==> src/hdl/cais_pkg.sv <==
// Shared types, constants and character helpers for the include and flag scanner.
package cais_pkg;

  // Section size limit; bytes at positions from this value on are dropped
  localparam int unsigned MAX_SECTION_BYTES = 65536;
  localparam int unsigned COUNT_W = $clog2(MAX_SECTION_BYTES + 1);

  // Lookahead depth used for decisions, plus one byte of slack for streaming
  localparam int unsigned LOOK_DEPTH = 8;
  localparam int unsigned WIN_DEPTH  = LOOK_DEPTH + 1;
  localparam int unsigned WIN_IDX_W  = $clog2(WIN_DEPTH);
  localparam int unsigned FILL_W     = $clog2(WIN_DEPTH + 1);

  // Pattern lengths
  localparam int unsigned INC_LEN  = 8;
  localparam int unsigned FLAG_LEN = 5;

  typedef logic [7:0]  byte_t;
  typedef logic [1:0]  kind_t;
  typedef logic [6:0]  flag_num_t;
  typedef logic [15:0] offset_t;

  // Record kinds
  localparam kind_t KIND_INCLUDE = 2'd0;
  localparam kind_t KIND_FLAG    = 2'd1;
  localparam kind_t KIND_END     = 2'd2;

  // Character codes
  localparam byte_t CH_HASH  = 8'h23;
  localparam byte_t CH_UNDER = 8'h5F;
  localparam byte_t CH_F     = 8'h46;
  localparam byte_t CH_SLASH = 8'h2F;
  localparam byte_t CH_STAR  = 8'h2A;
  localparam byte_t CH_QUOTE = 8'h22;
  localparam byte_t CH_LF    = 8'h0A;
  localparam byte_t CH_CR    = 8'h0D;
  localparam byte_t CH_SPACE = 8'h20;
  localparam byte_t CH_TAB   = 8'h09;
  localparam byte_t CH_ZERO  = 8'h30;
  localparam byte_t CH_NINE  = 8'h39;

  // One result record
  typedef struct packed {
    kind_t     kind;
    flag_num_t num;
    offset_t   off;
    offset_t   len;
    logic      end_mark;
  } record_t;

  // Characters of "#include"
  function automatic byte_t inc_char(input logic [2:0] idx);
    byte_t c;
    case (idx)
      3'd0: c = CH_HASH;
      3'd1: c = 8'h69;
      3'd2: c = 8'h6E;
      3'd3: c = 8'h63;
      3'd4: c = 8'h6C;
      3'd5: c = 8'h75;
      3'd6: c = 8'h64;
      3'd7: c = 8'h65;
      default: c = CH_HASH;
    endcase
    return c;
  endfunction

  function automatic logic is_eol(input byte_t c);
    return (c == CH_LF) || (c == CH_CR);
  endfunction

  function automatic logic is_space(input byte_t c);
    return (c == CH_SPACE) || (c == CH_TAB) || is_eol(c);
  endfunction

  function automatic logic is_digit(input byte_t c);
    return (c >= CH_ZERO) && (c <= CH_NINE);
  endfunction

endpackage

==> src/hdl/cais_in_if.sv <==
// Input byte channel: one section byte and its final mark per request.
interface cais_in_if;
  import cais_pkg::*;

  logic  valid;
  logic  ready;
  byte_t text_byte;
  logic  final_byte;

  modport source (output valid, text_byte, final_byte, input ready);
  modport sink   (input valid, text_byte, final_byte, output ready);
endinterface

==> src/hdl/cais_out_if.sv <==
// Output record channel: one include, flag or end-of-section record per request.
interface cais_out_if;
  import cais_pkg::*;

  logic      valid;
  logic      ready;
  kind_t     record_kind;
  flag_num_t flag_number;
  offset_t   name_offset;
  offset_t   name_length;
  logic      end_mark;

  modport source (output valid, record_kind, flag_number, name_offset, name_length, end_mark,
                  input ready);
  modport sink   (input valid, record_kind, flag_number, name_offset, name_length, end_mark,
                  output ready);
endinterface

==> src/hdl/comment_aware_include_flag_scanner_top.sv <==
// Comment-aware scanner for #include names and _Fdd_ flags in one code section.
//
//   channel     | dir | payload                                          | request when
//   ------------+-----+--------------------------------------------------+------------------
//   text_in     | in  | text_byte, final_byte                            | valid && ready
//   record_out  | out | record_kind, flag_number, name_offset,           | valid && ready
//               |     | name_length, end_mark                            |
//
// Sustained rate is one byte per cycle while the output takes records: the scan unit
// advances the front of a nine-byte window by one position each cycle (or skips five or
// eight bytes on a match). A record is loaded into the output register by the step that
// handles the byte completing it, once the output slot is free. After the final byte,
// input is held off while the window drains, while an include line or flag name that is
// still open is flushed, and while the end record is loaded.
// A stalled output blocks only a step that makes a record; input is still taken
// until the window holds nine bytes. Reset (rst, synchronous) empties the window.
module comment_aware_include_flag_scanner_top (
  input  logic      clk,
  input  logic      rst,
  cais_in_if.sink   text_in,
  cais_out_if.source record_out
);
  import cais_pkg::*;

  // Scan modes
  localparam logic [1:0] MODE_NORMAL  = 2'd0;
  localparam logic [1:0] MODE_INCLUDE = 2'd1;
  localparam logic [1:0] MODE_FLAG    = 2'd2;

  localparam int unsigned POP_W = $clog2(INC_LEN + 1);

  // Window and scan state
  byte_t              win [WIN_DEPTH];
  logic [FILL_W-1:0]  fill;
  logic [1:0]         mode;
  logic               line_c;
  logic               block_c;
  logic               fq_seen;
  logic               lq_seen;
  offset_t            fq_off;
  offset_t            lq_off;
  flag_num_t          flag_num;
  offset_t            name_start;
  offset_t            head_pos;
  logic               fin;
  logic [COUNT_W-1:0] in_count;
  logic               out_valid;
  record_t            out_rec;

  // Next values
  byte_t              win_next [WIN_DEPTH];
  logic [FILL_W-1:0]  fill_next;
  logic [FILL_W-1:0]  fill_pop;
  logic [1:0]         mode_next;
  logic               line_next;
  logic               block_next;
  logic               fq_seen_next;
  logic               lq_seen_next;
  offset_t            fq_off_next;
  offset_t            lq_off_next;
  flag_num_t          flag_num_next;
  offset_t            name_start_next;

  // Scan step signals
  byte_t              b [LOOK_DEPTH];
  logic               lc;
  logic               bc;
  logic               inc_hit;
  logic               flag_hit;
  flag_num_t          flag_val;
  logic [POP_W-1:0]   pop;
  logic [POP_W-1:0]   pop_eff;
  logic               active;
  logic               emit;
  logic               tail_end;
  logic               go;
  logic               slot_free;
  record_t            rec_next;
  logic               in_fire;
  logic               append;
  logic [4:0]         src;

  // Front bytes, zero past the fill level
  always_comb begin
    for (int i = 0; i < LOOK_DEPTH; i++) begin
      b[i] = (FILL_W'(i) < fill) ? win[i] : '0;
    end
  end

  // Pattern matches at the front
  always_comb begin
    inc_hit = 1'b1;
    for (int i = 0; i < INC_LEN; i++) begin
      if (b[i] != inc_char(3'(i))) inc_hit = 1'b0;
    end
    flag_hit = (b[0] == CH_UNDER) && (b[1] == CH_F) && (b[4] == CH_UNDER) &&
               is_digit(b[2]) && is_digit(b[3]);
    flag_val = 7'({3'b0, b[2][3:0]}) * 7'd10 + 7'({3'b0, b[3][3:0]});
  end

  // One scan step
  always_comb begin
    pop             = '0;
    active          = 1'b0;
    emit            = 1'b0;
    tail_end        = 1'b0;
    rec_next        = '0;
    mode_next       = mode;
    lc              = line_c;
    bc              = block_c;
    fq_seen_next    = fq_seen;
    lq_seen_next    = lq_seen;
    fq_off_next     = fq_off;
    lq_off_next     = lq_off;
    flag_num_next   = flag_num;
    name_start_next = name_start;

    if (fill != '0) begin
      case (mode)
        MODE_INCLUDE: begin
          // rest of an include line: collect quote positions up to end of line
          active = 1'b1;
          pop    = POP_W'(1);
          if (b[0] == CH_QUOTE) begin
            if (!fq_seen) begin
              fq_seen_next = 1'b1;
              fq_off_next  = head_pos;
            end else begin
              lq_seen_next = 1'b1;
              lq_off_next  = head_pos;
            end
          end else if (is_eol(b[0])) begin
            mode_next = MODE_NORMAL;
            if (fq_seen && lq_seen) begin
              emit          = 1'b1;
              rec_next.kind = KIND_INCLUDE;
              rec_next.off  = fq_off + 16'd1;
              rec_next.len  = lq_off - fq_off - 16'd1;
            end
          end
        end
        MODE_FLAG: begin
          // flag name runs up to whitespace
          active = 1'b1;
          pop    = POP_W'(1);
          if (is_space(b[0])) begin
            mode_next     = MODE_NORMAL;
            emit          = 1'b1;
            rec_next.kind = KIND_FLAG;
            rec_next.num  = flag_num;
            rec_next.off  = name_start;
            rec_next.len  = head_pos - name_start;
          end
        end
        default: begin
          mode_next = MODE_NORMAL;
          if ((fill >= FILL_W'(LOOK_DEPTH)) || fin) begin
            active = 1'b1;
            // comment openers
            if ((fill >= FILL_W'(2)) && !lc && !bc) begin
              if ((b[0] == CH_SLASH) && (b[1] == CH_SLASH)) lc = 1'b1;
              else if ((b[0] == CH_SLASH) && (b[1] == CH_STAR)) bc = 1'b1;
            end
            // comment closers; slash-star-slash closes on its star
            if (lc && is_eol(b[0])) begin
              lc = 1'b0;
            end else if (bc && (fill >= FILL_W'(2)) && (b[0] == CH_STAR) &&
                         (b[1] == CH_SLASH)) begin
              bc = 1'b0;
            end
            // matches outside comments
            if (!lc && !bc && (fill >= FILL_W'(INC_LEN)) && inc_hit) begin
              pop          = POP_W'(INC_LEN);
              mode_next    = MODE_INCLUDE;
              fq_seen_next = 1'b0;
              lq_seen_next = 1'b0;
              fq_off_next  = '0;
              lq_off_next  = '0;
            end else if (!lc && !bc && (fill >= FILL_W'(FLAG_LEN)) && flag_hit) begin
              pop             = POP_W'(FLAG_LEN);
              mode_next       = MODE_FLAG;
              flag_num_next   = flag_val;
              name_start_next = head_pos + 16'(FLAG_LEN);
            end else begin
              pop = POP_W'(1);
            end
          end
        end
      endcase
    end else if (fin) begin
      // window empty after the final byte: flush pending record, then end record
      active = 1'b1;
      case (mode)
        MODE_INCLUDE: begin
          mode_next = MODE_NORMAL;
          if (fq_seen && lq_seen) begin
            emit          = 1'b1;
            rec_next.kind = KIND_INCLUDE;
            rec_next.off  = fq_off + 16'd1;
            rec_next.len  = lq_off - fq_off - 16'd1;
          end
        end
        MODE_FLAG: begin
          mode_next     = MODE_NORMAL;
          emit          = 1'b1;
          rec_next.kind = KIND_FLAG;
          rec_next.num  = flag_num;
          rec_next.off  = name_start;
          rec_next.len  = head_pos - name_start;
        end
        default: begin
          emit              = 1'b1;
          tail_end          = 1'b1;
          rec_next.kind     = KIND_END;
          rec_next.end_mark = 1'b1;
        end
      endcase
    end
    line_next  = lc;
    block_next = bc;
  end

  // Handshakes
  assign slot_free     = !out_valid || record_out.ready;
  assign go            = active && (!emit || slot_free);
  assign text_in.ready = !fin && (fill < FILL_W'(WIN_DEPTH));
  assign in_fire       = text_in.valid && text_in.ready;
  assign append        = in_fire && (in_count < COUNT_W'(MAX_SECTION_BYTES));
  assign pop_eff       = go ? pop : '0;
  assign fill_pop      = fill - FILL_W'(pop_eff);
  assign fill_next     = fill_pop + FILL_W'(append);

  // Window shift by the step's pop count, then append at the new fill level
  always_comb begin
    src = '0;
    for (int i = 0; i < WIN_DEPTH; i++) begin
      src = 5'(i) + 5'(pop_eff);
      win_next[i] = (src < 5'(WIN_DEPTH)) ? win[src[WIN_IDX_W-1:0]] : '0;
    end
    if (append) win_next[fill_pop[WIN_IDX_W-1:0]] = text_in.text_byte;
  end

  // Control state
  always_ff @(posedge clk) begin
    if (rst) begin
      fill      <= '0;
      mode      <= MODE_NORMAL;
      line_c    <= 1'b0;
      block_c   <= 1'b0;
      fq_seen   <= 1'b0;
      lq_seen   <= 1'b0;
      head_pos  <= '0;
      fin       <= 1'b0;
      in_count  <= '0;
      out_valid <= 1'b0;
    end else begin
      if (go && emit) out_valid <= 1'b1;
      else if (record_out.ready) out_valid <= 1'b0;

      if (go && tail_end) begin
        // section done: back to reset state for the next one
        fill     <= '0;
        mode     <= MODE_NORMAL;
        line_c   <= 1'b0;
        block_c  <= 1'b0;
        fq_seen  <= 1'b0;
        lq_seen  <= 1'b0;
        head_pos <= '0;
        fin      <= 1'b0;
        in_count <= '0;
      end else begin
        fill     <= fill_next;
        head_pos <= head_pos + 16'(pop_eff);
        in_count <= in_count + COUNT_W'(append);
        fin      <= fin || (in_fire && text_in.final_byte);
        if (go) begin
          mode    <= mode_next;
          line_c  <= line_next;
          block_c <= block_next;
          fq_seen <= fq_seen_next;
          lq_seen <= lq_seen_next;
        end
      end
    end
  end

  // Payload registers
  always_ff @(posedge clk) begin
    win <= win_next;
    if (go) begin
      fq_off     <= fq_off_next;
      lq_off     <= lq_off_next;
      flag_num   <= flag_num_next;
      name_start <= name_start_next;
    end
    if (go && emit) out_rec <= rec_next;
  end

  // Output channel
  assign record_out.valid       = out_valid;
  assign record_out.record_kind = out_rec.kind;
  assign record_out.flag_number = out_rec.num;
  assign record_out.name_offset = out_rec.off;
  assign record_out.name_length = out_rec.len;
  assign record_out.end_mark    = out_rec.end_mark;

`ifndef SYNTHESIS
  a_comment_excl: assert property (@(posedge clk) disable iff (rst)
    !(line_c && block_c))
    else $error("line and block comment state both set");

  a_fill_bound: assert property (@(posedge clk) disable iff (rst)
    fill <= FILL_W'(WIN_DEPTH))
    else $error("window fill beyond capacity");

  a_flag_range: assert property (@(posedge clk) disable iff (rst)
    (out_valid && (out_rec.kind == KIND_FLAG)) |-> (out_rec.num <= 7'd99))
    else $error("flag number out of range");

  a_end_mark: assert property (@(posedge clk) disable iff (rst)
    out_valid |-> (out_rec.end_mark == (out_rec.kind == KIND_END)))
    else $error("end mark does not match record kind");
`endif

endmodule

==> src/flat_wrapper.sv <==
// flat-port wrapper written by rule: the top's interface ports become plain ports
module comment_aware_include_flag_scanner_top_flat import cais_pkg::*;
  (clk, rst, text_in_valid, text_in_text_byte, text_in_final_byte, text_in_ready, record_out_valid, record_out_record_kind, record_out_flag_number, record_out_name_offset, record_out_name_length, record_out_end_mark, record_out_ready);
  cais_in_if text_in_i ();
  cais_out_if record_out_i ();
  input  logic clk;
  input  logic rst;
  input wire logic [$bits(text_in_i.valid)-1:0] text_in_valid;
  input wire logic [$bits(text_in_i.text_byte)-1:0] text_in_text_byte;
  input wire logic [$bits(text_in_i.final_byte)-1:0] text_in_final_byte;
  output wire logic [$bits(text_in_i.ready)-1:0] text_in_ready;
  output wire logic [$bits(record_out_i.valid)-1:0] record_out_valid;
  output wire logic [$bits(record_out_i.record_kind)-1:0] record_out_record_kind;
  output wire logic [$bits(record_out_i.flag_number)-1:0] record_out_flag_number;
  output wire logic [$bits(record_out_i.name_offset)-1:0] record_out_name_offset;
  output wire logic [$bits(record_out_i.name_length)-1:0] record_out_name_length;
  output wire logic [$bits(record_out_i.end_mark)-1:0] record_out_end_mark;
  input wire logic [$bits(record_out_i.ready)-1:0] record_out_ready;
  assign text_in_i.valid = text_in_valid;
  assign text_in_i.text_byte = text_in_text_byte;
  assign text_in_i.final_byte = text_in_final_byte;
  assign text_in_ready = text_in_i.ready;
  assign record_out_valid = record_out_i.valid;
  assign record_out_record_kind = record_out_i.record_kind;
  assign record_out_flag_number = record_out_i.flag_number;
  assign record_out_name_offset = record_out_i.name_offset;
  assign record_out_name_length = record_out_i.name_length;
  assign record_out_end_mark = record_out_i.end_mark;
  assign record_out_i.ready = record_out_ready;
  comment_aware_include_flag_scanner_top u_core (.clk(clk), .rst(rst), .text_in(text_in_i), .record_out(record_out_i));
endmodule
==> config.mk <==
export PLATFORM = sky130hd
export DESIGN_NAME = comment_aware_include_flag_scanner_top_flat
export DESIGN_NICKNAME = d
export VERILOG_FILES = /design/src/hdl/cais_pkg.sv /design/src/hdl/cais_in_if.sv /design/src/hdl/cais_out_if.sv /design/src/hdl/comment_aware_include_flag_scanner_top.sv /design/src/flat_wrapper.sv
export SDC_FILE = /design/constraint.sdc
export NUM_CORES = 1
export LEC_CHECK = 0
export BUFFER_PORTS_ARGS = -buffer_cell sky130_fd_sc_hd__buf_2
export CAP_MARGIN = 15
export CORE_MARGIN = 2
export CORE_UTILIZATION = 45
export CTS_CLUSTER_DIAMETER = 150
export CTS_CLUSTER_SIZE = 8
export DETAILED_ROUTE_END_ITERATION = 10
export REMOVE_ABC_BUFFERS = 1
export SLEW_MARGIN = 20
export SYNTH_ARGS = -nofsm -noshare
export SYNTH_HDL_FRONTEND = slang
export SYNTH_SLANG_ARGS = --single-unit
==> constraint.sdc <==
create_clock -name clk -period 12.2 [get_ports clk]
set_input_delay 0.61 -clock clk [delete_from_list [all_inputs] [get_ports clk]]
set_output_delay 0.61 -clock clk [all_outputs]
set_load 0.1 [all_outputs]
==> flow_metrics.env <==
export IMPL_hp_class="in2reg"
export IMPL_setup_viol=0
export IMPL_leakage_nw=5.602
export IMPL_post_route_util_pct=50.44
export IMPL_path_clk_slew_ns=0.06
export IMPL_post_synth_cell_area_avg_sq_um=9.752
export IMPL_start_kind="register"
export IMPL_diodes=0
export IMPL_placed_area_sq_um=13580
export IMPL_ys_ff_latch=213
export IMPL_antenna_found_initial=0
export IMPL_portBuffers=56
export IMPL_ff_latch_area_sq_um=5225
export IMPL_nets=1457
export IMPL_clock_root_buffer="clkbuf_16"
export IMPL_area_delta_synth_final_pct=10.48
export IMPL_finalHoldViolCount=0
export IMPL_fmax_mhz=174.9
export IMPL_grt_pass1_vias=10120
export IMPL_drive_above_1_share_pct=13.14
export IMPL_cts_resized_gates=0
export IMPL_routed_wl_um=36760
export IMPL_p_total_mw=2.860
export IMPL_critPathRequiredTime_ns=12.66
export IMPL_worst_slack_ns=6.484
export IMPL_die_width_um=174.4
export IMPL_grt_start_max_net_pins=69
export IMPL_drc=0
export IMPL_cts_sinks=213
export IMPL_vias_per_cell=5.931
export IMPL_max_cap_violations=0
export IMPL_post_cts_buffers=0
export IMPL_multi_input_area_sq_um=7202
export IMPL_ioPinCount=57
export IMPL_dieArea_sq_um=30420
export IMPL_yosysSeqAreaShare_pct=39.98
export IMPL_fill_cells=2666
export IMPL_grt_pass1_wl_um=57060
export IMPL_yosysUniqueCellTypes=99
export IMPL_max_vdd_ir_drop_v=0.0001387
export IMPL_arrival_ns=6.18
export IMPL_crit_fanout=40
export IMPL_pre_cts_ws_ns=6.651
export IMPL_num_rows=62
export IMPL_grt_remaining_overflow=0
export IMPL_clockBufferDepth=3
export IMPL_dp_cells=1730
export IMPL_drtIter0Drc=1168
export IMPL_period_needed_ns=5.716
export IMPL_synth_edf_count=96
export IMPL_h_tree_depth=1
export IMPL_syn_instance_count=1340
export IMPL_powerDensity_nw_per_um2=198.1
export IMPL_post_drt_wl_per_cell_um=20.68
export IMPL_final_area_sq_um=14440
export IMPL_ant_nets=0
export IMPL_async_flop_share_pct=0
export IMPL_synth_ff_type="dfxtp_1"
export IMPL_cts_hold_buf=0
export IMPL_worst_hold_slack_ns=0.2044
export IMPL_firstDrtPassIters=5
export IMPL_finalCritPeriodShare_pct=46.85
export IMPL_drv_slew=0
export IMPL_syn_area_sq_um=13070
export IMPL_dpl_hpwl_um=26860
export IMPL_cp_end_kind="register"
export IMPL_die_height_um=174.4
export IMPL_start_util_pct=45.65
export IMPL_skew_ns=0.01950
export IMPL_grt_usage_pct=23.90
export IMPL_place_gp_congestion=0.9600
export IMPL_via_count=10540
export IMPL_rsz0062_at_grt="false"
export IMPL_synth_warnings=0
export IMPL_relSlewSlack_pct=39.34
export IMPL_stdcell_count=1777
export IMPL_clock_latency_ns=0.57
export IMPL_status="finished, final reports clean"
export IMPL_core_sq_um=28630
export IMPL_cts_inserted_buffers=30
export IMPL_critPathKind="reg2reg"
export IMPL_worstMarginPinSlew_ns=0.9099
export IMPL_cts_tree="built"
export IMPL_setup_tns_ns=0
==> state kept, by name, summed over array words and instances, names as in the netlist, 2 cells and up <==
signal,cells
u_core.record_out.name_offset,16
u_core.record_out.flag_number,7
u_core.head_pos,16
u_core.in_count,17
u_core.lq_off,16
u_core.win,72
u_core.flag_num,7
u_core.fq_off,16
u_core.fill,4
u_core.mode,2
u_core.record_out.name_length,16
u_core.name_start,16
==> Yosys cell counts, types with 17 or more instances <==
cell      number  share of area (%)
mux2_2        30                2.6
nor2_1       112                3.2
a31oi_1       17               0.81
nor3_1        34                1.3
edfxtp_1      96                 22
ha_1          61                5.8
nand2_1      104                3.0
dfxtp_1      117                 18
nand3_1       47                1.8
nand4_1       22                1.1
xnor2_1       54                3.6
mux2i_1       30                2.3
a21oi_1       41                1.6
nor3b_1       20                1.1
o22ai_1       43                2.1
inv_1         73                2.1
o21ai_0       32                1.2
and3_1        18               0.86
xor2_1        40                2.7
clkbuf_1      30               0.86
and2_1        32                1.5
==> area by class of cell <==
class | count | area share (%)
inverters | 77 | 2.089
repair buffers | 69 | 2.704
flip-flops and latches | 213 | 36.19
well taps | 384 | 3.328
clock inverters | 2 | 0.2427
multi-input cells | 988 | 49.88
clock buffers | 44 | 5.564
==> placed cells by master (no fill, tap or decap), types with 8 or more instances in the layout <==
| cell type | instances |
|---|---|
| inv_1 | 73 |
| xnor2_1 | 54 |
| o22ai_1 | 43 |
| nor3_1 | 33 |
| o211ai_1 | 14 |
| edfxtp_1 | 96 |
| a21o_1 | 15 |
| and2_1 | 32 |
| clkbuf_1 | 14 |
| clkbuf_16 | 30 |
| buf_2 | 56 |
| o21ai_0 | 32 |
| nand2_1 | 104 |
| nor2_1 | 111 |
| mux2_2 | 30 |
| nand3_1 | 47 |
| ha_1 | 61 |
| a211oi_1 | 12 |
| buf_4 | 12 |
| mux2i_1 | 30 |
| a221o_1 | 8 |
| nor4bb_1 | 12 |
| nor2b_1 | 12 |
| a21oi_1 | 41 |
| nor3b_1 | 20 |
| dfxtp_1 | 117 |
| a31oi_1 | 17 |
| and3_1 | 18 |
| xor2_1 | 40 |
| nand4_1 | 22 |
| or3_1 | 8 |
==> cell families (layout without fill, tap and decap cells) <==
logic type                 Yosys count  count (layout)  synth area share [%]
and+or+nand+nor                    488             488                 20.61
AOI/OAI and AO/OA                  263             263                 14.36
DFF                                213             213                 39.98
buffers and inverters              139             192                 5.103
xor gates and xnor gates            94              94                 6.300
muxes                               78              78                 7.181
adders and majority gates           65              65                 6.453
==> routing by layer <==
layer | wire (um) | part of all wire (%) | track usage (%) | vias up
li1 | - | - | - | 5023
met1 | 15780 | 43 | 31.19 | 4968
met4 | 2138 | 5.8 | 12.32 | 0
met2 | 16270 | 44 | 37.91 | 430
met5 | 0 | 0 | 0 | -
met3 | 2568 | 7.0 | 4.331 | 119
==> report_power, final <==
part	internal (mW)	total (mW)	switching, mW
sequential	0.896	1.16	0.264
combinational	0.372	0.944	0.572
clock	0.448	0.756	0.309
==> path summary, 6_finish.rpt <==
check                                        start                                to  slack [ns]  depth (start not counted)
worst max-delay path                u_core.fill[3]                    u_core.win[13]        6.48                         11
worst min register to register  u_core.flag_num[1]  u_core.record_out.flag_number[1]        0.51                          1
worst min-delay path                           rst           u_core.record_out.valid        0.20                          2
worst max register to register      u_core.fill[3]                    u_core.win[13]        6.48                         11
==> critical path, cell delays in order, from the launching register on <==
cell and delay (ns):
dfxtp_1 0.82, nor3_1 0.20, nor4_1 0.44, a21oi_1 0.22, o22ai_2 0.54, o21a_4 0.54
buf_4 0.51, ha_1 0.62, clkinv_1 0.63, nor2_1 0.68, a221oi_1 0.20, o22ai_1 0.16
Power figures use the tool's default switching activity.
